$ cat src/relr_pkg.sv
// Shared types and constants of the RELR relocation decoder.
// Used by the channel interfaces, the controller, the datapath and the top level.
`timescale 1ns / 1ps
`default_nettype none

package relr_pkg;

   // Field widths
   localparam int AddrWidth  = 64;
   localparam int EntryWidth = 64;
   localparam int BitmapBits = 63;
   localparam int WordBytes  = 8;

   // Cursor steps: one word after an address entry, one bitmap span after a bitmap entry
   localparam logic [AddrWidth-1:0] WordStep = AddrWidth'(WordBytes);
   localparam logic [AddrWidth-1:0] RunStep  = AddrWidth'(BitmapBits * WordBytes);

   // Register port: one 64-bit register, 8-byte spacing
   localparam int CsrAddrWidth = 4;
   localparam int CsrDataWidth = 64;
   localparam int CsrIndexBit  = 3;
   localparam logic RegLoadBase = 1'b0;

   typedef enum logic [1:0] {
      ST_IDLE,
      ST_SCAN,
      ST_ADV_WORD,
      ST_ADV_RUN
   } state_type;

   // Controller to datapath
   typedef struct packed {
      logic accept;
      logic scan_step;
      logic advance_word;
      logic advance_run;
   } cmd_type;

   // Datapath to controller
   typedef struct packed {
      logic slot_free;
      logic entry_even;
      logic cursor_valid;
      logic map_bit;
      logic map_last;
   } status_type;

endpackage

`default_nettype wire

$ cat src/relr_datapath.sv
// Datapath of the RELR decoder: cursor, bitmap shift register, scan address, output register.
// Depends on relr_pkg; driven by relr_ctrl through cmd_type commands.
`timescale 1ns / 1ps
`default_nettype none

module relr_datapath import relr_pkg::*; (
   input  wire logic                  clock,
   input  wire logic                  reset,
   input  wire logic [AddrWidth-1:0]  load_base,
   input  wire logic [EntryWidth-1:0] req_entry,
   input  wire logic                  req_table_end,
   input  wire cmd_type               cmd,
   output status_type                 status,
   input  wire logic                  rsp_ready,
   output logic                       rsp_valid,
   output logic [AddrWidth-1:0]       rsp_patch_address,
   output logic                       rsp_last_of_run
);

   logic [AddrWidth-1:0]  cursor_ff, cursor_in;
   logic                  cursor_valid_ff, cursor_valid_in;
   logic [BitmapBits-1:0] map_ff, map_in;
   logic [AddrWidth-1:0]  scan_addr_ff, scan_addr_in;
   logic                  rsp_valid_ff, rsp_valid_in;
   logic [AddrWidth-1:0]  rsp_addr_ff, rsp_addr_in;
   logic                  rsp_last_ff, rsp_last_in;

   logic                  entry_even;
   logic                  map_last;
   logic                  slot_free;
   logic                  load_out;
   logic [AddrWidth-1:0]  entry_sum;

   assign entry_even = ~req_entry[0];
   assign entry_sum  = load_base + req_entry;
   // no set bits above the one under the scan
   assign map_last   = (map_ff[BitmapBits-1:1] == '0);
   assign slot_free  = ~rsp_valid_ff | rsp_ready;
   assign load_out   = (cmd.accept & entry_even) | (cmd.scan_step & map_ff[0]);

   assign status.slot_free    = slot_free;
   assign status.entry_even   = entry_even;
   assign status.cursor_valid = cursor_valid_ff;
   assign status.map_bit      = map_ff[0];
   assign status.map_last     = map_last;

   // Next-state logic
   always_comb begin
      cursor_in       = cursor_ff;
      cursor_valid_in = cursor_valid_ff;
      map_in          = map_ff;
      scan_addr_in    = scan_addr_ff;
      rsp_addr_in     = rsp_addr_ff;
      rsp_last_in     = rsp_last_ff;

      if (cmd.accept) begin
         cursor_valid_in = (entry_even | cursor_valid_ff) & ~req_table_end;
         map_in          = req_entry[BitmapBits:1];
         scan_addr_in    = cursor_ff;
         if (entry_even) begin
            cursor_in   = entry_sum;
            rsp_addr_in = entry_sum;
            rsp_last_in = 1'b1;
         end
      end

      if (cmd.scan_step) begin
         map_in       = {1'b0, map_ff[BitmapBits-1:1]};
         scan_addr_in = scan_addr_ff + WordStep;
         if (map_ff[0]) begin
            rsp_addr_in = scan_addr_ff;
            rsp_last_in = map_last;
         end
      end

      if (cmd.advance_word) begin
         cursor_in = cursor_ff + WordStep;
      end
      if (cmd.advance_run) begin
         cursor_in = cursor_ff + RunStep;
      end

      // output register empties on handshake, refills on load
      if (load_out) begin
         rsp_valid_in = 1'b1;
      end else if (rsp_ready) begin
         rsp_valid_in = 1'b0;
      end else begin
         rsp_valid_in = rsp_valid_ff;
      end
   end

   // Control and architectural state
   always_ff @(posedge clock) begin
      if (reset) begin
         cursor_ff       <= '0;
         cursor_valid_ff <= 1'b0;
         rsp_valid_ff    <= 1'b0;
      end else begin
         cursor_ff       <= cursor_in;
         cursor_valid_ff <= cursor_valid_in;
         rsp_valid_ff    <= rsp_valid_in;
      end
   end

   // Payload registers
   always_ff @(posedge clock) begin
      map_ff       <= map_in;
      scan_addr_ff <= scan_addr_in;
      rsp_addr_ff  <= rsp_addr_in;
      rsp_last_ff  <= rsp_last_in;
   end

   assign rsp_valid         = rsp_valid_ff;
   assign rsp_patch_address = rsp_addr_ff;
   assign rsp_last_of_run   = rsp_last_ff;

   // An address entry shows its single address as the last of its run
   a_addr_entry_out: assert property (@(posedge clock) disable iff (reset)
      (cmd.accept && entry_even) |=> (rsp_valid_ff && rsp_last_ff))
      else $error("address entry did not load the output register");

   // A set bitmap bit always produces a result
   a_bit_emits: assert property (@(posedge clock) disable iff (reset)
      (cmd.scan_step && map_ff[0]) |=> rsp_valid_ff)
      else $error("set bitmap bit produced no result");

   // A bitmap with no cursor leaves the cursor alone
   a_orphan_bitmap: assert property (@(posedge clock) disable iff (reset)
      (cmd.accept && !entry_even && !cursor_valid_ff) |=> $stable(cursor_ff))
      else $error("cursor moved on a bitmap entry without a cursor");

endmodule

`default_nettype wire

$ cat config.mk
export PLATFORM = sky130hd
export DESIGN_NAME = relr_datapath
export DESIGN_NICKNAME = d
export VERILOG_FILES = /design/src/relr_pkg.sv /design/src/relr_datapath.sv
export SDC_FILE = /design/constraint.sdc
export NUM_CORES = 1
export LEC_CHECK = 0
export BUFFER_PORTS_ARGS = -buffer_cell sky130_fd_sc_hd__buf_2
export CORE_ASPECT_RATIO = 1.2
export CORE_MARGIN = 2
export CORE_UTILIZATION = 37
export CTS_BUF_LIST = sky130_fd_sc_hd__clkbuf_4
export CTS_CLUSTER_SIZE = 16
export DETAILED_ROUTE_END_ITERATION = 6
export GPL_ROUTABILITY_DRIVEN = 0
export PLACE_DENSITY_LB_ADDON = 0.08
export SLEW_MARGIN = 25
export SYNTH_ARGS = -nofsm -noshare
export SYNTH_HDL_FRONTEND = slang
export SYNTH_SLANG_ARGS = --single-unit
export TNS_END_PERCENT = 30
$ cat constraint.sdc
create_clock -name clock -period 4.1 [get_ports clock]
set_input_delay 0.615 -clock clock [delete_from_list [all_inputs] [get_ports clock]]
set_output_delay 0.615 -clock clock [all_outputs]
set_load 0.02 [all_outputs]
==> reports/results.txt, run 1 <==
Rel. slew slack: 0.368
Post-CTS Setup Inserts: 0
Sw Share: 0.363
Boundary Pins: 207
wire per inst: 22.3 um
R2R setup slack: 830 ps
area grow syn2layout: 14.4%
Starting Density: 0.374
top cell type by total area after synthesis: edfxtp_1
Worst Max-Slew Pin Slew: 948 ps
Max Freq: 262 MHz
final hold violations: 0
pwr dens: 387 mW/mm2
CTS Buffer Depth: 3
Worst EP required: 3480 ps
total global-route track usage: 0.271
CTS Buf Count: 73
Seq cells post-synth: 258
final setup TNS: 0 ps
DRT iter0 DRCs: 2048
# setup viols final: 0
cell count after synthesis: 2305
core area: 0.0491 mm2
worst setup margin: 276 ps
Final #Nets: 2705
critical path type: flop to output pin
layout cell share with drive strength beyond 1: 0.193
CTS tree: yes
sequential power share: 0.418
syn nets: 2508
GR Overflow Total: 0
RSZ-0062 raised after global routing: false
Int Pwr: 5.19 mW
worst clock skew: 46.8 ps
Max H-tree Level: 3
Psw: 2.95 mW
Die Y: 248 um
via count: 18600
via-per-instance ratio: 5.80
critical path startpoint category: flop
CP max FO: 2
die footprint: 0.0514 mm2
hold path start: rsp_ready
ranking of synthesized cells by area: edfxtp_1 21%, dfxtp_1 14%, a21oi_1 6.8%
Crit. End Element: output pin
post-synth cell types: 85
maximum VDD drop: 0.205 mV
number of synthesized flops with an enable pin: 126
Worst EP arrival: 3210 ps
dpl ws: 312 ps
I/O Buffers: 206
share of synthesized registers carrying an async set or reset: 0
Resize count post-CTS: 0
Post-Syn Area: 0.0184 mm2
Tmin final: 3820 ps
Hold Crit Class: input port to flop
# clock sinks: 258
hpwl dp: 54500 um
DR DRC count: 0
# rows: 89
status: finished, final reports clean
final cycle utilization of the critical path: 0.933
vias in the first global route: 18000
first-pass GRT wire length: 108000 um
Ys Warns: 0
Slew Limit Fails: 0
Die W: 207 um
detailed-route wire length: 71200 um
clock power share: 0.309
antenna-violating nets left: 0
Leakage Power: 8.06 nW
largest net degree at the start of global routing: 80
fillers: 5085
maxcap violations: 0
initial antenna violation count: 1
Synth top area share: 0.206
DRT Pass-1 Iters: 6
clk_lat worst skew: 820 ps
Crit Reg-Reg Startpoint: cursor_ff[20]$_SDFFE_PP0P_
CTS Root Buffer Type: clkbuf_4
Comb pwr share: 0.273
Worst-path clk slew: 80 ps
sequential fraction of the synthesis area: 0.350
Syn Area/Cell: 7.97 um2
Main synth FF type: dfxtp_1
CP startpoint: map_ff[54]$_DFFE_PP_
routing by layer:
layer / vias up / GRT usage / routed length [um]
li1: 8820 / - / -
met1: 8800 / 0.348 / 30300
met2: 778 / 0.447 / 33000
met3: 154 / 0.0543 / 5370
met4: 0 / 0.109 / 2480
met5: - / 0 / 0
cell type report:
type,count,area (um2),area share
Clock inverter,15,57.6,0.00274
Timing Repair Buffer,271,1540,0.0733
Antenna cell,1,2.50,0.000119
Inverter,34,128,0.00608
Clock buffer,119,893,0.0425
Multi-Input combinational cell,1864,11200,0.531
Tap cell,637,797,0.0379
Sequential cell,258,6430,0.306
flip-flops by register name, summed over array words and instances, names as in the netlist:
register           cells
rsp_valid              1
scan_addr_ff          64
map_ff                63
rsp_patch_address     64
cursor_valid_ff        1
cursor_ff             64
rsp_last_of_run        1
layout by cell type, fill, tap and decap left out, types with 6 or more instances in the layout:
cell and n:
a21boi_0 6, a211oi_1 21, buf_2 205, a221o_1 6, a21o_1 25, mux2i_1 8, a221oi_1 13, dfxtp_1 132
xor2_1 78, nand2_1 286, or2_2 8, mux2_2 64, o22ai_1 16, o22a_1 6, nand2b_1 8, and4_1 11
o211ai_1 15, buf_4 63, inv_1 33, a22oi_1 17, nor3_1 45, ha_1 66, a31oi_1 40, clkbuf_4 119
nor2_1 298, or3_1 14, o21ai_0 156, nor4_1 27, edfxtp_1 126, nand3_1 87, and2_1 7, o21a_1 14
a21oi_1 249, and3_1 31, o221ai_1 6, xnor2_1 77, clkinv_1 12, o21bai_1 12, nor2b_1 13, nand4_1 58
repair_timing:
action	in CTS	in global routing
endpoints found under the hold margin	1	0
setup endpoints to repair	0	0
hold buffers	1	0
Yosys cell counts, types with 6 or more instances:
master / count
nor2_1: 299
nand2_1: 288
a21oi_1: 249
o21ai_0: 156
dfxtp_1: 132
edfxtp_1: 126
clkbuf_1: 111
nand3_1: 87
xor2_1: 78
xnor2_1: 77
ha_1: 66
mux2_2: 64
nand4_1: 58
nor3_1: 45
a31oi_1: 40
inv_1: 33
and3_1: 31
nor4_1: 27
a21o_1: 25
a211oi_1: 21
a22oi_1: 17
o22ai_1: 16
o211ai_1: 15
nor2b_1: 14
o21a_1: 14
or3_1: 14
a221oi_1: 13
buf_1: 12
o21bai_1: 12
and4_1: 11
buf_2: 11
or2_2: 9
and2_1: 8
mux2i_1: 8
nand2b_1: 8
a21boi_0: 6
a221o_1: 6
buf_4: 6
buf_6: 6
o221ai_1: 6
o22a_1: 6
critical path, cell delays in order (launching register included):
cell and delay [ps]:
edfxtp_1 420, nor4_1 760, nand4_1 190, nor4_1 720
buf_2 290
stage by stage:
step	utilization	hold WS, ps	area [um2]	total power, mW	std cells
floorplan	-	418	18400	4.75	2305
global placement	0.408	428	20000	5.63	3063
detailed placement	0.408	446	20000	5.65	3063
CTS	0.428	48.0	21000	8.20	3198
global route	0.428	89.4	21000	8.58	3199
finish	0.428	137	21000	8.14	3199
power groups by stage:
stage / Sequential, mW / Combinational (mW) / Clock [mW]
after floorplan: 3.48 / 1.27 / 0
after global placement: 3.45 / 2.18 / 0
after detailed placement: 3.46 / 2.19 / 0
after CTS: 3.40 / 2.20 / 2.60
after global routing: 3.45 / 2.42 / 2.71
final: 3.40 / 2.22 / 2.51
logic make-up after synthesis:
family                     count (synthesis)  share of synthesized area
AOI/OAI and AO/OA                        652                      0.215
xor gates and xnor gates                 155                     0.0739
adders and majority gates                 67                     0.0461
buffers and inverters                    183                     0.0432
DFF                                      258                      0.350
muxes                                     72                     0.0436
and+or+nand+nor                          918                      0.228
worst paths after layout:
check | end | cells past startpoint
min | rsp_valid$_SDFFE_PP0P_ | 3
max reg2reg | cursor_ff[37]$_SDFFE_PP0P_ | 9
max | status[0] | 4
min reg2reg | cursor_ff[0]$_SDFFE_PP0P_ | 2
Note: power is estimated with default switching activity, not from simulation.
==> run 2, diff against run 1 <==
PLACE_DENSITY_LB_ADDON = 0.2   (was 0.08)
==> run 2 against run 1 <==
Wire length down 2.8%. Power up 2.0%. Hold slack worse by 60 ps. Register-to-register slack worse by 50 ps. Combinational power about the same. Flip-flop and latch count unchanged. Fmax up 3.1%. Via count up 0.12%. Clock skew up 8.6 ps. Clock power up 8.0%. Sequential power about the same. Highest routed layer unchanged.
==> reports/results.txt, run 2 (synthesis gave the netlist of run 1 again) <==
Die W: 207 um
CTS tree: yes
dpl cells: 3045
CTS Root Buffer Type: clkbuf_4
WHS Endpoint: rsp_patch_address[0]$_DFF_P_
Final #Nets: 2688
DR DRC count: 0
initial antenna violation count: 4
# rows: 89
layout cell share with drive strength beyond 1: 0.187
Crit Reg-Reg Startpoint: cursor_ff[5]$_SDFFE_PP0P_
area grow syn2layout: 14.2%
final hold violations: 0
grt met2 use: 0.428
Hold Crit Class: input port to flop
hold path start: load_base[0]
Max Freq: 270 MHz
RSZ-0062 raised after global routing: false
pwr dens: 396 mW/mm2
Rel. slew slack: 0.378
R2R setup slack: 780 ps
Leakage Power: 8.01 nW
critical path startpoint category: flop
commonest non-fill, non-tap cell in the layout: nor2_1
# clock sinks: 258
worst clock skew: 55.5 ps
most used cell, CP: nor4_1
Worst Max-Slew Pin Slew: 930 ps
GRT Max-Usage Layer: met2
Worst EP arrival: 3090 ps
wire per inst: 21.7 um
detailed-route wire length: 69200 um
critical path type: flop to output pin
Worst Hold Path Cells: 3
DRT iter0 DRCs: 1938
maximum VDD drop: 0.196 mV
Slew Limit Fails: 0
first-pass GRT wire length: 105000 um
most frequent cells in the layout: 297 x nor2_1, 286 x nand2_1, 249 x a21oi_1, 205 x buf_2, 156 x o21ai_0
critical path, cell by cell: nor4_1, nand4_1, nor4_1, buf_2
CP max FO: 2
# setup viols final: 0
Reg2Reg Capture Point: cursor_ff[60]$_SDFFE_PP0P_
GR Overflow Total: 0
Worst EP required: 3480 ps
Crit. End Element: output pin
final setup TNS: 0 ps
Tmin final: 3710 ps
Die Y: 248 um
Worst path slowest cell: nor4_1
Max stage delay on crit path: 690 ps
core area: 0.0491 mm2
maxcap violations: 0
CP top delay family: simple AND/OR/NAND/NOR gates
status: finished, final reports clean
Starting Density: 0.374
grt met3 use: 0.0570
final cycle utilization of the critical path: 0.905
CTS Buf Count: 74
worst-case reg-to-reg path depth: 9
DRT Pass-1 Iters: 6
Boundary Pins: 207
Max H-tree Level: 3
Worst-path clk slew: 70 ps
CTS Buffer Depth: 3
clk_lat worst skew: 860 ps
die footprint: 0.0514 mm2
hpwl dp: 52600 um
Post-Layout Cell Count: 3186
Resize count post-CTS: 0
WP buf/inv: 1
via-per-instance ratio: 5.83
total global-route track usage: 0.263
via count: 18600
GRT met1 Usage: 0.328
vias in the first global route: 18000
antenna-violating nets left: 0
largest net degree at the start of global routing: 73
Hold Slack: 77.0 ps
I/O Buffers: 206
run 2: changes by cell type in the layout (fill, tap and decap cells not counted), moves of 2 or more:
cell	delta
clkbuf_4	-2
diode_2	+3
bufinv_16	+3
buf_4	-19
run 2: layout make-up:
type | count | area (um2)
fill | 5011 | 28100
multi-input combinational | 1864 | 11200
sequential | 258 | 6430
timing repair buffer | 253 | 1420
clock buffer | 117 | 878
tap | 637 | 797
clock inverter | 19 | 153
inverter | 34 | 128
antenna | 4 | 10.0
run 2: stage by stage:
step	power (mW)	area, um2	utilization	setup WS [ps]
final	8.30	21000	0.427	391
after CTS	8.34	21000	0.427	424
after global placement	5.59	19900	0.406	274
after detailed placement	5.61	19900	0.406	245
after floorplan	4.75	18400	-	903
after global routing	8.73	21000	0.427	447
run 2: worst max-delay path by stage:
| stage | from | to | depth (start not counted) |
|---|---|---|---|
| floorplan | load_base[0] | cursor_ff[56]$_SDFFE_PP0P_ | 14 |
| detailed placement | load_base[32] | cursor_ff[57]$_SDFFE_PP0P_ | 13 |
| finish | map_ff[54]$_DFFE_PP_ | status[0] | 4 |
| global route | cursor_ff[5]$_SDFFE_PP0P_ | cursor_ff[60]$_SDFFE_PP0P_ | 9 |
| CTS | map_ff[54]$_DFFE_PP_ | status[0] | 4 |
| global placement | load_base[32] | cursor_ff[57]$_SDFFE_PP0P_ | 13 |
run 2: what timing repair did:
item / in CTS / in global routing
hold buffers: 1 / 0
setup buffers: 0 / 0
endpoints found under the hold margin: 1 / 0
run 2: worst reg2reg max path, delay by kind of cell (launching register included):
kind	cells	cell delay, ps
AO/OA/AOI/OAI	6	1480
AND/OR/NAND/NOR	3	1180
flip-flops	1	510
run 2: power by group:
part           internal (mW)  total (mW)  switching, mW
sequential              3.07        3.40          0.331
combinational          0.787        2.19           1.40
clock                   1.48        2.71           1.23
run 2: layer usage:
metal | vias to the layer above | routed length (um)
li1 | 8790 | -
met1 | 8740 | 28700
met2 | 856 | 31600
met3 | 189 | 5570
met4 | 0 | 3320
met5 | - | 0
