==> src/relr_pkg.sv <==
// Shared types and constants of the RELR relocation decoder.
// Used by the channel interfaces, the controller, the datapath and the top level.
`timescale 1ns / 1ps
`default_nettype none

package relr_pkg;

   // Field widths
   localparam int AddrWidth  = 64;
   localparam int EntryWidth = 64;
   localparam int BitmapBits = 63;
   localparam int WordBytes  = 8;

   // Cursor steps: one word after an address entry, one bitmap span after a bitmap entry
   localparam logic [AddrWidth-1:0] WordStep = AddrWidth'(WordBytes);
   localparam logic [AddrWidth-1:0] RunStep  = AddrWidth'(BitmapBits * WordBytes);

   // Register port: one 64-bit register, 8-byte spacing
   localparam int CsrAddrWidth = 4;
   localparam int CsrDataWidth = 64;
   localparam int CsrIndexBit  = 3;
   localparam logic RegLoadBase = 1'b0;

   typedef enum logic [1:0] {
      ST_IDLE,
      ST_SCAN,
      ST_ADV_WORD,
      ST_ADV_RUN
   } state_type;

   // Controller to datapath
   typedef struct packed {
      logic accept;
      logic scan_step;
      logic advance_word;
      logic advance_run;
   } cmd_type;

   // Datapath to controller
   typedef struct packed {
      logic slot_free;
      logic entry_even;
      logic cursor_valid;
      logic map_bit;
      logic map_last;
   } status_type;

endpackage

`default_nettype wire

==> src/relr_ctrl.sv <==
// Controller of the RELR decoder: accepts entries, sequences the bitmap scan and cursor update.
// Depends on relr_pkg; commands relr_datapath.
`timescale 1ns / 1ps
`default_nettype none

module relr_ctrl import relr_pkg::*; (
   input  wire logic       clock,
   input  wire logic       reset,
   input  wire logic       req_valid,
   output logic            req_ready,
   input  wire status_type status,
   output cmd_type         cmd
);

   state_type state_ff, state_in;

   // State register
   always_ff @(posedge clock) begin
      if (reset) begin
         state_ff <= ST_IDLE;
      end else begin
         state_ff <= state_in;
      end
   end

   // Next state and commands
   always_comb begin
      state_in  = state_ff;
      cmd       = '0;
      req_ready = 1'b0;
      case (state_ff)
         ST_IDLE: begin
            req_ready = status.slot_free;
            if (req_valid && status.slot_free) begin
               cmd.accept = 1'b1;
               if (status.entry_even) begin
                  state_in = ST_ADV_WORD;
               end else if (status.cursor_valid) begin
                  state_in = ST_SCAN;
               end
            end
         end
         ST_SCAN: begin
            // hold on a set bit while the output register is full
            if (!status.map_bit || status.slot_free) begin
               cmd.scan_step = 1'b1;
               if (status.map_last) begin
                  state_in = ST_ADV_RUN;
               end
            end
         end
         ST_ADV_WORD: begin
            cmd.advance_word = 1'b1;
            state_in         = ST_IDLE;
         end
         ST_ADV_RUN: begin
            cmd.advance_run = 1'b1;
            state_in        = ST_IDLE;
         end
         default: begin
            state_in = ST_IDLE;
         end
      endcase
   end

   a_run_after_scan: assert property (@(posedge clock) disable iff (reset)
      (state_ff == ST_ADV_RUN) |-> ($past(state_ff) == ST_SCAN))
      else $error("bitmap advance without a scan");

   a_word_after_accept: assert property (@(posedge clock) disable iff (reset)
      (state_ff == ST_ADV_WORD) |-> $past(cmd.accept && status.entry_even))
      else $error("word advance without an address entry");

   // Entries are only taken between runs
   a_ready_only_idle: assert property (@(posedge clock) disable iff (reset)
      req_ready |-> (state_ff == ST_IDLE))
      else $error("entry port ready outside idle");

endmodule

`default_nettype wire

==> config.mk <==
export PLATFORM = sky130hd
export DESIGN_NAME = relr_ctrl
export DESIGN_NICKNAME = d
export VERILOG_FILES = /design/src/relr_pkg.sv /design/src/relr_ctrl.sv
export SDC_FILE = /design/constraint.sdc
export NUM_CORES = 1
export LEC_CHECK = 0
export BUFFER_PORTS_ARGS = -buffer_cell sky130_fd_sc_hd__buf_2
export CAP_MARGIN = 5
export CORE_AREA = 2 2 39 41
export CTS_CLUSTER_DIAMETER = 100
export DETAILED_ROUTE_END_ITERATION = 8
export DIE_AREA = 0 0 41 43
export GPL_ROUTABILITY_DRIVEN = 0
export GPL_TIMING_DRIVEN = 0
export SETUP_SLACK_MARGIN = 0.1
export SLEW_MARGIN = 20
export SYNTH_ARGS = -nofsm -noshare
export SYNTH_HDL_FRONTEND = slang
export SYNTH_SLANG_ARGS = --single-unit
export TNS_END_PERCENT = 10
==> constraint.sdc <==
create_clock -name clock -period 1 [get_ports clock]
set_clock_uncertainty 0.15 [all_clocks]
set_input_delay 0.15 -clock clock [delete_from_list [all_inputs] [get_ports clock]]
set_output_delay 0.15 -clock clock [all_outputs]
set_load 0.05 [all_outputs]
==> results of run 1 <==
==> repair_timing <==
action	in CTS	in global routing
gates resized for setup	13	1
buffers inserted	1	0
endpoints found under the setup margin	7	7
hold endpoints to repair	2	2
pin swaps	1	0
==> routing by layer <==
layer | routed length [um] | share of wire, % | up-vias | track usage [%]
li1 | - | - | 88 | -
met1 | 142 | 35 | 85 | 3.51
met2 | 245 | 60 | 6 | 9.38
met3 | 19 | 4.7 | 0 | 3.14
met4 | 0 | 0 | 0 | 8.00
met5 | 0 | 0 | - | 0
==> power by group through the flow <==
stage | sequential, uW | clock [uW] | combinational, uW
global route | 88.9 | 227 | 106
global placement | 92.2 | 0 | 79.6
detailed placement | 92.5 | 0 | 79.9
CTS | 88.7 | 212 | 101
floorplan | 91.1 | 0 | 55.5
finish | 88.6 | 201 | 101
==> worst min-delay path by stage <==
stage               slack, ns           to  start  depth (start not counted)
floorplan                0.06  state_ff[1]  reset                          1
global placement         0.19  state_ff[1]  reset                          2
detailed placement       0.19  state_ff[1]  reset                          2
CTS                     -0.05  state_ff[0]  reset                          2
global route            -0.05  state_ff[0]  reset                          2
finish                  -0.04  state_ff[0]  reset                          2
==> cells by family after synthesis <==
| kind of cell | after synthesis |
|---|---|
| flip-flops | 2 |
| AND/OR/NAND/NOR | 10 |
| buffers and inverters | 1 |
| AO/OA/AOI/OAI | 2 |
==> placed cells by master (no fill, tap or decap), drive strengths merged <==
cell type / instances
nor2b: 2
buf: 13
nor3b: 3
dfxtp: 2
a41oi: 1
nand2: 2
clkbuf: 4
o32ai: 1
and2: 1
inv: 1
nor3: 2
==> cell type report <==
type                       count  area share (%)
multi-input combinational     12            41.0
tap                           16            5.90
clock buffer                   4            7.75
timing repair buffer          13            30.3
inverter                       1            1.11
sequential                     2            14.0
==> metrics by stage <==
step / utilization, % / instance area [um^2] / std cells / hold slack [ns]
finish: 24.5 / 339 / 48 / -0.0393
global route: 24.5 / 339 / 48 / -0.0524
CTS: 24.2 / 335 / 48 / -0.0468
detailed placement: 18.3 / 253 / 43 / 0.191
global placement: 18.3 / 253 / 43 / 0.186
floorplan: - / 173 / 15 / 0.0633
==> critical path, stage by stage, from the launching register on <==
cell	delay (ns)
dfxtp_4	0.39
nor3b_4	0.20
buf_6	0.18
==> results.md, run 1 <==
* Status: complete, but fails checks
* Failing checks: negative hold slack, negative setup slack
* GRT overflow at 0
* CTS HTree Levels at 1
* Hold Path Class: primary input to flip-flop
* CP startpoint: state_ff[0]
* CTS Buf Count at 3
* Routed via count at about 180
* Detailed-route DRC error count at 0
* Antenna cells at 0
* Sink Count at 2
* CP Capture Type: primary output
* FF/Latch Area at ~48 um^2
* Worst Setup Slack post-DPL at -0.171 ns
* Clk network pwr share at approximately 52%
* Top reg by flops: state_ff
* Row count at 14
* Syn nets at 23
* Final hold vios at 2
* Largest cells by area after synthesis: dfxtp_1 32%, nor3b_1 12%, nor2b_1 10%
* Post-Synth Simple-Gate Area at between 50% and 60%
* Total Die Area at 1760 um^2
* Area of the multi-input gates at ~140 um^2
* Async SR Flop Fraction at 0%
* Worst Setup Start Kind: flip-flop
* First-pass GRT wire length at between 600 and 700 um
* Deepest clock path buffer count at 2
* Skew-Pair Late Insertion Delay at approximately 0.23 ns
* PortBufs at 12
* Post-synthesis xor/xnor area fraction at 0%
* Final count of negative-setup-slack endpoints at 6
* Seq cells post-synth at 2
* CP Max Fanout at 6
* Layout cells sized above 1 at about 81%
* Design Power at between 300 and 400 uW
* CTS tree: built
* Vias in the first global route at between 150 and 200
* Most used DFF post-synth: dfxtp_1
* Rel. slew slack at around 79%
* Mux share of post-synthesis cell area at 0%
* Core Region at 1380 um^2
* Reg-to-reg setup timing slack at -0.17 ns
* Setup TNS at -1.48 ns
* Syn Area/Cell at about 8.3 um^2
* Unrepaired setup endpoints after global routing: true
* Largest net degree at the start of global routing at 8
* Post-DP HPWL at 295 um
* DRC marker count from the first detailed-route iteration at 1
* Warnings from Yosys at 0
* Critical path class: flip-flop to primary output
* Synth Area in Compound Gates at 14.0%
* Reg2reg path depth at 3
* Total of max-cap violations at 0
* Max VDD drop at 210 uV
* P_leak at approximately 0.00014 uW
* P_int at approximately 280 uW
* Seq/Total Area, Yosys at roughly 32%
* Seq pwr share at about 23%
* Post-synth top cells: 2 x dfxtp_1, 2 x nand2_1, 2 x nor2b_1, 2 x nor3_1, 2 x nor3b_1
* Slew Limit Fails at 0
* Final ANT Viol Nets at 0
* Clk pin slew, worst setup/hold paths at 0.04 ns
* Io pins at 13
* PD cells at 1150 nW/um^2
* Part of the cycle the worst path needs at 130%
* CP Capture Point: cmd[2]
* Die height at 43 um
* Largest family of logic cells by synthesized area: simple AND/OR/NAND/NOR gates
* Area share of the largest cell type after synthesis at between 30 and 40%
* Layout area overhead at 171%
* Pre-antenna DRT Iters at 2
* CTS root buffer: clkbuf_4
* Fmax at roughly 770 MHz
* Post-Route WL at 406 um
* Hold_ws at -0.0393 ns
* NetSw at between 100 and 150 uW
* Starting Density at 9.04%
* Post-synth EDFFs at 0
* Die W at approximately 41 um
* Cells after Synth at 15
* Combinational Power Share at 25.9%
* Fin nets at around 40
* GRT Total Usage at 5.91%
* Worst Path Arrival at 1.00 ns
* Switching Share at 29.4%
* Final worst path period need at about 1.3 ns
* Final WS setup at -0.299 ns
* Syn Std Cell Area at around 130 um^2
* Worst r2r src: state_ff[0]
* Unique masters post-synth at 10
* Max reg flops at 2
* CP required at 0.70 ns
* Largest regs: state_ff x2
* Fill count at about 150
* Synth area leader: dfxtp_1
* Worst R2R End: state_ff[1]
* Via density at around 3.7
* Wire per inst at 8.46 um
* Initial antenna violation count at 0
* Worst-Margin Slew at roughly 0.31 ns
* Synth Area in Adders at 0%
Power figures use the tool's default switching activity.
==> inputs of run 2 (changes only) <==
--- a/config.mk
+++ b/config.mk
@@ -5,7 +5,7 @@
 export SDC_FILE = /design/constraint.sdc
 export NUM_CORES = 1
 export LEC_CHECK = 0
-export BUFFER_PORTS_ARGS = -buffer_cell sky130_fd_sc_hd__buf_2
+export BUFFER_PORTS_ARGS = -buffer_cell sky130_fd_sc_hd__clkbuf_2
 export CAP_MARGIN = 5
 export CORE_AREA = 2 2 39 41
 export CTS_CLUSTER_DIAMETER = 100
@@ -14,7 +14,6 @@
 export GPL_ROUTABILITY_DRIVEN = 0
 export GPL_TIMING_DRIVEN = 0
 export SETUP_SLACK_MARGIN = 0.1
-export SLEW_MARGIN = 20
 export SYNTH_ARGS = -nofsm -noshare
 export SYNTH_HDL_FRONTEND = slang
 export SYNTH_SLANG_ARGS = --single-unit
==> results.md, run 2 (synthesized netlist as in run 1, its figures left out) <==
* Status: complete, but fails checks
* Failing checks: negative hold slack, negative setup slack
* Worst Setup Slack post-DPL at -0.189 ns (-0.0175 ns)
* Io pins at 13 (unchanged)
* Final worst path period need at 1.31 ns (+0.00858 ns)
* Max reg flops at 2 (unchanged)
* Max incr delay on CP at 0.40 ns (about the same)
* Sink Count at 2 (unchanged)
* Commonest non-fill, non-tap cells in the layout: 7 x clkbuf_2, 5 x buf_8, 3 x clkbuf_4
* Clk pin slew, worst setup/hold paths at 0.04 ns (about the same)
* Slew Limit Fails at 0 (unchanged)
* Hold_ws at -0.0353 ns (+0.00396 ns)
* Pre-antenna DRT Iters at 2 (unchanged)
* PD cells at 1120 nW/um^2 (-2.6%)
* Utilization after layout at 25.6% (+1.1 points)
* Die W at 41 um (unchanged)
* Hold Path Class: primary input to flip-flop
* Switching Share at 29.1% (-0.38 points)
* Max VDD drop at 264 uV (+26%)
* Hold path depth at 2 (unchanged)
* Top reg by flops: state_ff
* PortBufs at 12 (unchanged)
* CTS HTree Levels at 1 (unchanged)
* Design Power at 397 uW (+1.7%)
* DRC marker count from the first detailed-route iteration at 3 (+2)
* Critical path class: flip-flop to primary output
* Via density at 3.85 (+3.4%)
* Fin cells at 48 (unchanged)
* First-pass GRT wire length at 607 um (-2.3%)
* Detailed-route DRC error count at 0 (unchanged)
* Vias in the first global route at 186 (-4.1%)
* Routed via count at 185 (+3.4%)
* CTS Buf Count at 3 (unchanged)
* Total Die Area at 1760 um^2 (unchanged)
* Final ANT Viol Nets at 0 (unchanged)
* Post-Route WL at 403 um (-0.74%)
* Deepest clock path buffer count at 2 (unchanged)
* Unrepaired setup endpoints after global routing: true
* CTS tree: built
* Layout area overhead at 183%
* Wire per inst at 8.40 um (-0.74%)
* Number of instances in the placed design at 43 (unchanged)
* Starting Density at 9.04% (unchanged)
* Fmax at 765 MHz (-0.66%)
* Cell Chain, Critical Path: nor3b_4, buf_8
* CTS root buffer: clkbuf_4
* Most common cell after layout, fill and taps aside: clkbuf_2
* Largest regs: state_ff x2
* Largest net degree at the start of global routing at 8 (unchanged)
* Die height at 43 um (unchanged)
* Final count of negative-setup-slack endpoints at 6 (unchanged)
* Seq pwr share at 22.3% (-0.4 points)
* GRT Total Usage at 5.81% (-0.10 points)
* Total of max-cap violations at 0 (unchanged)
* Core Region at 1380 um^2 (unchanged)
* Cell with the largest stage delay on the worst path: dfxtp_4
* Final WS setup at -0.308 ns (-0.00858 ns)
* CP Capture Type: primary output
* CP Max Fanout at 6 (unchanged)
* Post-DP HPWL at 298 um (+0.88%)
* Final hold vios at 2 (unchanged)
* Worst Path Arrival at 1.01 ns (about the same)
* P_int at 282 uW (+2.2%)
* Worst-Margin Slew at 0.319 ns (+0.00711 ns)
* Reg2reg path depth at 3 (unchanged)
* Worst Setup Start Kind: flip-flop
* Row count at 14 (unchanged)
* NetSw at 115 uW (+0.41%)
* Combinational Power Share at 27.3% (+1.4 points)
* Clk network pwr share at 50.4% (-1.1 points)
* Layout cells sized above 1 at 81.3% (unchanged)
* Skew-Pair Late Insertion Delay at 0.23 ns (about the same)
* GRT overflow at 0 (unchanged)
* Initial antenna violation count at 0 (unchanged)
* CP required at 0.70 ns (about the same)
* Antenna cells at 0 (unchanged)
* Fin nets at 41 (unchanged)
* Rel. slew slack at 78.7% (-0.47 points)
* P_leak at 0.000145 uW (+4.5%)
* Part of the cycle the worst path needs at 131% (+0.86 points)
## run 2: final timing paths
check         startpoint          end  slack, ns
max          state_ff[0]       cmd[2]      -0.31
min                reset  state_ff[1]      -0.04
max reg2reg  state_ff[0]  state_ff[1]      -0.17
min reg2reg  state_ff[1]  state_ff[1]       0.36
## run 2: repair_timing
action	4_1_cts	5_1_grt
endpoints found under the setup margin	6	7
pin swaps	1	0
endpoints found under the hold margin	2	2
resized for setup	13	5
setup buffers	1	0
## run 2: per-layer routing
metal | vias up | part of all wire, % | track usage (%)
met2 | 4 | 65 | 9.69
met5 | - | 0 | 0
met1 | 91 | 33 | 2.88
li1 | 90 | - | -
met3 | 0 | 2.5 | 3.14
met4 | 0 | 0 | 8.00
## run 2: area by class of cell
class	count	area (um^2)
tap	16	20.0
clock buffer	4	26.3
timing repair buffer	13	118
multi-input combinational	12	139
inverter	1	3.75
fill	152	1030
sequential	2	47.5
## run 2: stage by stage
step / TNS, ns / hold WS (ns) / instance area [um^2]
floorplan: -0.665 / 0.0633 / 173
finish: -1.51 / -0.0353 / 354
global placement: -0.873 / 0.191 / 253
global route: -1.79 / -0.0458 / 354
CTS: -1.65 / -0.0435 / 348
detailed placement: -0.901 / 0.197 / 253
## run 2: power groups by stage
stage,sequential [uW],combinational [uW],clock (uW)
floorplan,91.1,55.5,0
global placement,92.2,79.7,0
detailed placement,92.5,80.1,0
CTS,88.8,103,212
global route,89.2,114,228
finish,88.7,108,200
## run 2: critical path, delay by kind of cell, from the launching register on
family / cells / cell delay, ns
buf+inv: 1 / 0.17
simple gates: 1 / 0.22
flops: 1 / 0.40
==> inputs of run 3 (changes only) <==
--- a/config.mk
+++ b/config.mk
@@ -14,6 +14,8 @@
 export GPL_ROUTABILITY_DRIVEN = 0
 export GPL_TIMING_DRIVEN = 0
 export SETUP_SLACK_MARGIN = 0.1
+export SKIP_CTS_REPAIR_TIMING = 1
+export SKIP_LAST_GASP = 1
 export SYNTH_ARGS = -nofsm -noshare
 export SYNTH_HDL_FRONTEND = slang
 export SYNTH_SLANG_ARGS = --single-unit
==> results.md, run 3 (synthesized netlist as in run 1, its figures left out) <==
* Die W at 41 um (unchanged)
* Total Die Area at 1760 um^2 (unchanged)
* PD cells at 1230 nW/um^2 (+9.4%)
* Final count of negative-setup-slack endpoints at 7 (+1)
* Fin nets at 41 (unchanged)
* Final worst path period need at 1.30 ns (-0.00577 ns)
* Worst Setup Start Kind: flip-flop
* Part of the cycle the worst path needs at 130% (-0.58 points)
* Status: complete, but fails checks
* P_leak at 0.000133 uW (-8.2%)
* Routed via count at 174 (-5.9%)
* Largest net degree at the start of global routing at 9 (+1)
* Top reg by flops: state_ff
* Post-DP HPWL at 298 um (unchanged)
* CP Capture Type: primary output
* Fmax at 768 MHz (+0.44%)
* Post-Route WL at 370 um (-8.2%)
* Slew Limit Fails at 0 (unchanged)
* Hold Path Class: primary input to flip-flop
* Vias in the first global route at 164 (-12%)
* Final WS setup at -0.302 ns (+0.00577 ns)
* Utilization after layout at 22.3% (-3.3 points)
* Max reg flops at 2 (unchanged)
* First-pass GRT wire length at 517 um (-15%)
* Clk pin slew, worst setup/hold paths at 0.03 ns (about the same)
* Most common cell after layout, fill and taps aside: clkbuf_2
* Critical path class: flip-flop to primary output
* Io pins at 13 (unchanged)
* Skew-Pair Late Insertion Delay at 0.23 ns (about the same)
* Placed cell areas at 253 um^2 (unchanged)
* Sink Count at 2 (unchanged)
* CP Max Fanout at 7 (+1)
* GRT overflow at 0 (unchanged)
* Antenna cells at 0 (unchanged)
* Unrepaired setup endpoints after global routing: true
* Largest regs: state_ff x2
* Detailed-route DRC error count at 0 (unchanged)
* Wire per inst at 7.71 um (-8.2%)
* CTS tree: built
* Initial antenna violation count at 0 (unchanged)
* Layout cells sized above 1 at 75.0% (-6.3 points)
* Row count at 14 (unchanged)
* CTS Buf Count at 3 (unchanged)
* Deepest clock path buffer count at 2 (unchanged)
* Failing checks: negative hold slack, negative setup slack
* Design Power at 379 uW (-4.5%)
* CTS root buffer: clkbuf_4
* Final ANT Viol Nets at 0 (unchanged)
* Total of max-cap violations at 0 (unchanged)
* Post-route cell area at 309 um^2 (-13%)
* DRC marker count from the first detailed-route iteration at 3 (unchanged)
* Final hold vios at 2 (unchanged)
* Rel. slew slack at 81.1% (+2.4 points)
* Max VDD drop at 237 uV (-10%)
* Die height at 43 um (unchanged)
* GRT Total Usage at 5.11% (-0.70 points)
* Commonest non-fill, non-tap cells in the layout: 7 x clkbuf_2, 5 x clkbuf_4
* Starting Density at 9.04% (unchanged)
* Worst-Margin Slew at 0.283 ns (-0.0366 ns)
* Via density at 3.63 (-5.9%)
* Worst Path Arrival at 1.00 ns (about the same)
* Hold_ws at -0.0347 ns (+0.000581 ns)
* Setup TNS at -1.64 ns (-0.134 ns)
* CTS HTree Levels at 1 (unchanged)
* Fill count at 158 (+3.9%)
* Layout area overhead at 147%
* CP required at 0.70 ns (about the same)
* PortBufs at 12 (unchanged)
* Core Region at 1380 um^2 (unchanged)
* Pre-antenna DRT Iters at 2 (unchanged)
[run 3: critical path, cell delays in order (launching register included)]
cell and delay [ns]:
dfxtp_4 0.41, nor2b_4 0.15, clkbuf_4 0.22
[run 3: cell type report]
cell class | instances | area, um^2 | share of cell area, %
multi-input combinational | 12 | 124 | 40.1
timing repair buffer | 13 | 87.6 | 28.3
sequential | 2 | 47.5 | 15.4
clock buffer | 4 | 26.3 | 8.50
tap | 16 | 20.0 | 6.48
inverter | 1 | 3.75 | 1.21
[run 3: stage by stage]
step / instances / setup WS [ns]
2_1_floorplan: 15 / -0.207
3_3_place_gp: 43 / -0.183
3_5_place_dp: 43 / -0.189
4_1_cts: 47 / -0.432
5_1_grt: 48 / -0.350
6_report: 48 / -0.302
[run 3: where the power goes]
group | switching, uW | total (uW) | leakage (uW) | internal (uW)
registers | 8.68 | 88.7 | 0.0000178 | 80.0
logic | 49.3 | 90.1 | 0.000100 | 40.8
clock network | 51.8 | 201 | 0.0000150 | 149
[run 3: worst paths after layout]
path | endpoint | slack (ns) | depth (start not counted) | start
worst max-delay path | cmd[1] | -0.30 | 2 | state_ff[1]
worst min register to register | state_ff[1] | 0.36 | 1 | state_ff[1]
worst min-delay path | state_ff[1] | -0.03 | 2 | reset
worst max register to register | state_ff[1] | -0.18 | 3 | state_ff[0]
[run 3: routing by layer]
layer	track usage (%)	up-vias	part of all wire, %
li1	-	89	-
met1	2.56	81	34
met2	7.81	4	64
met3	3.14	0	2.4
met4	8.00	0	0
met5	0	-	0
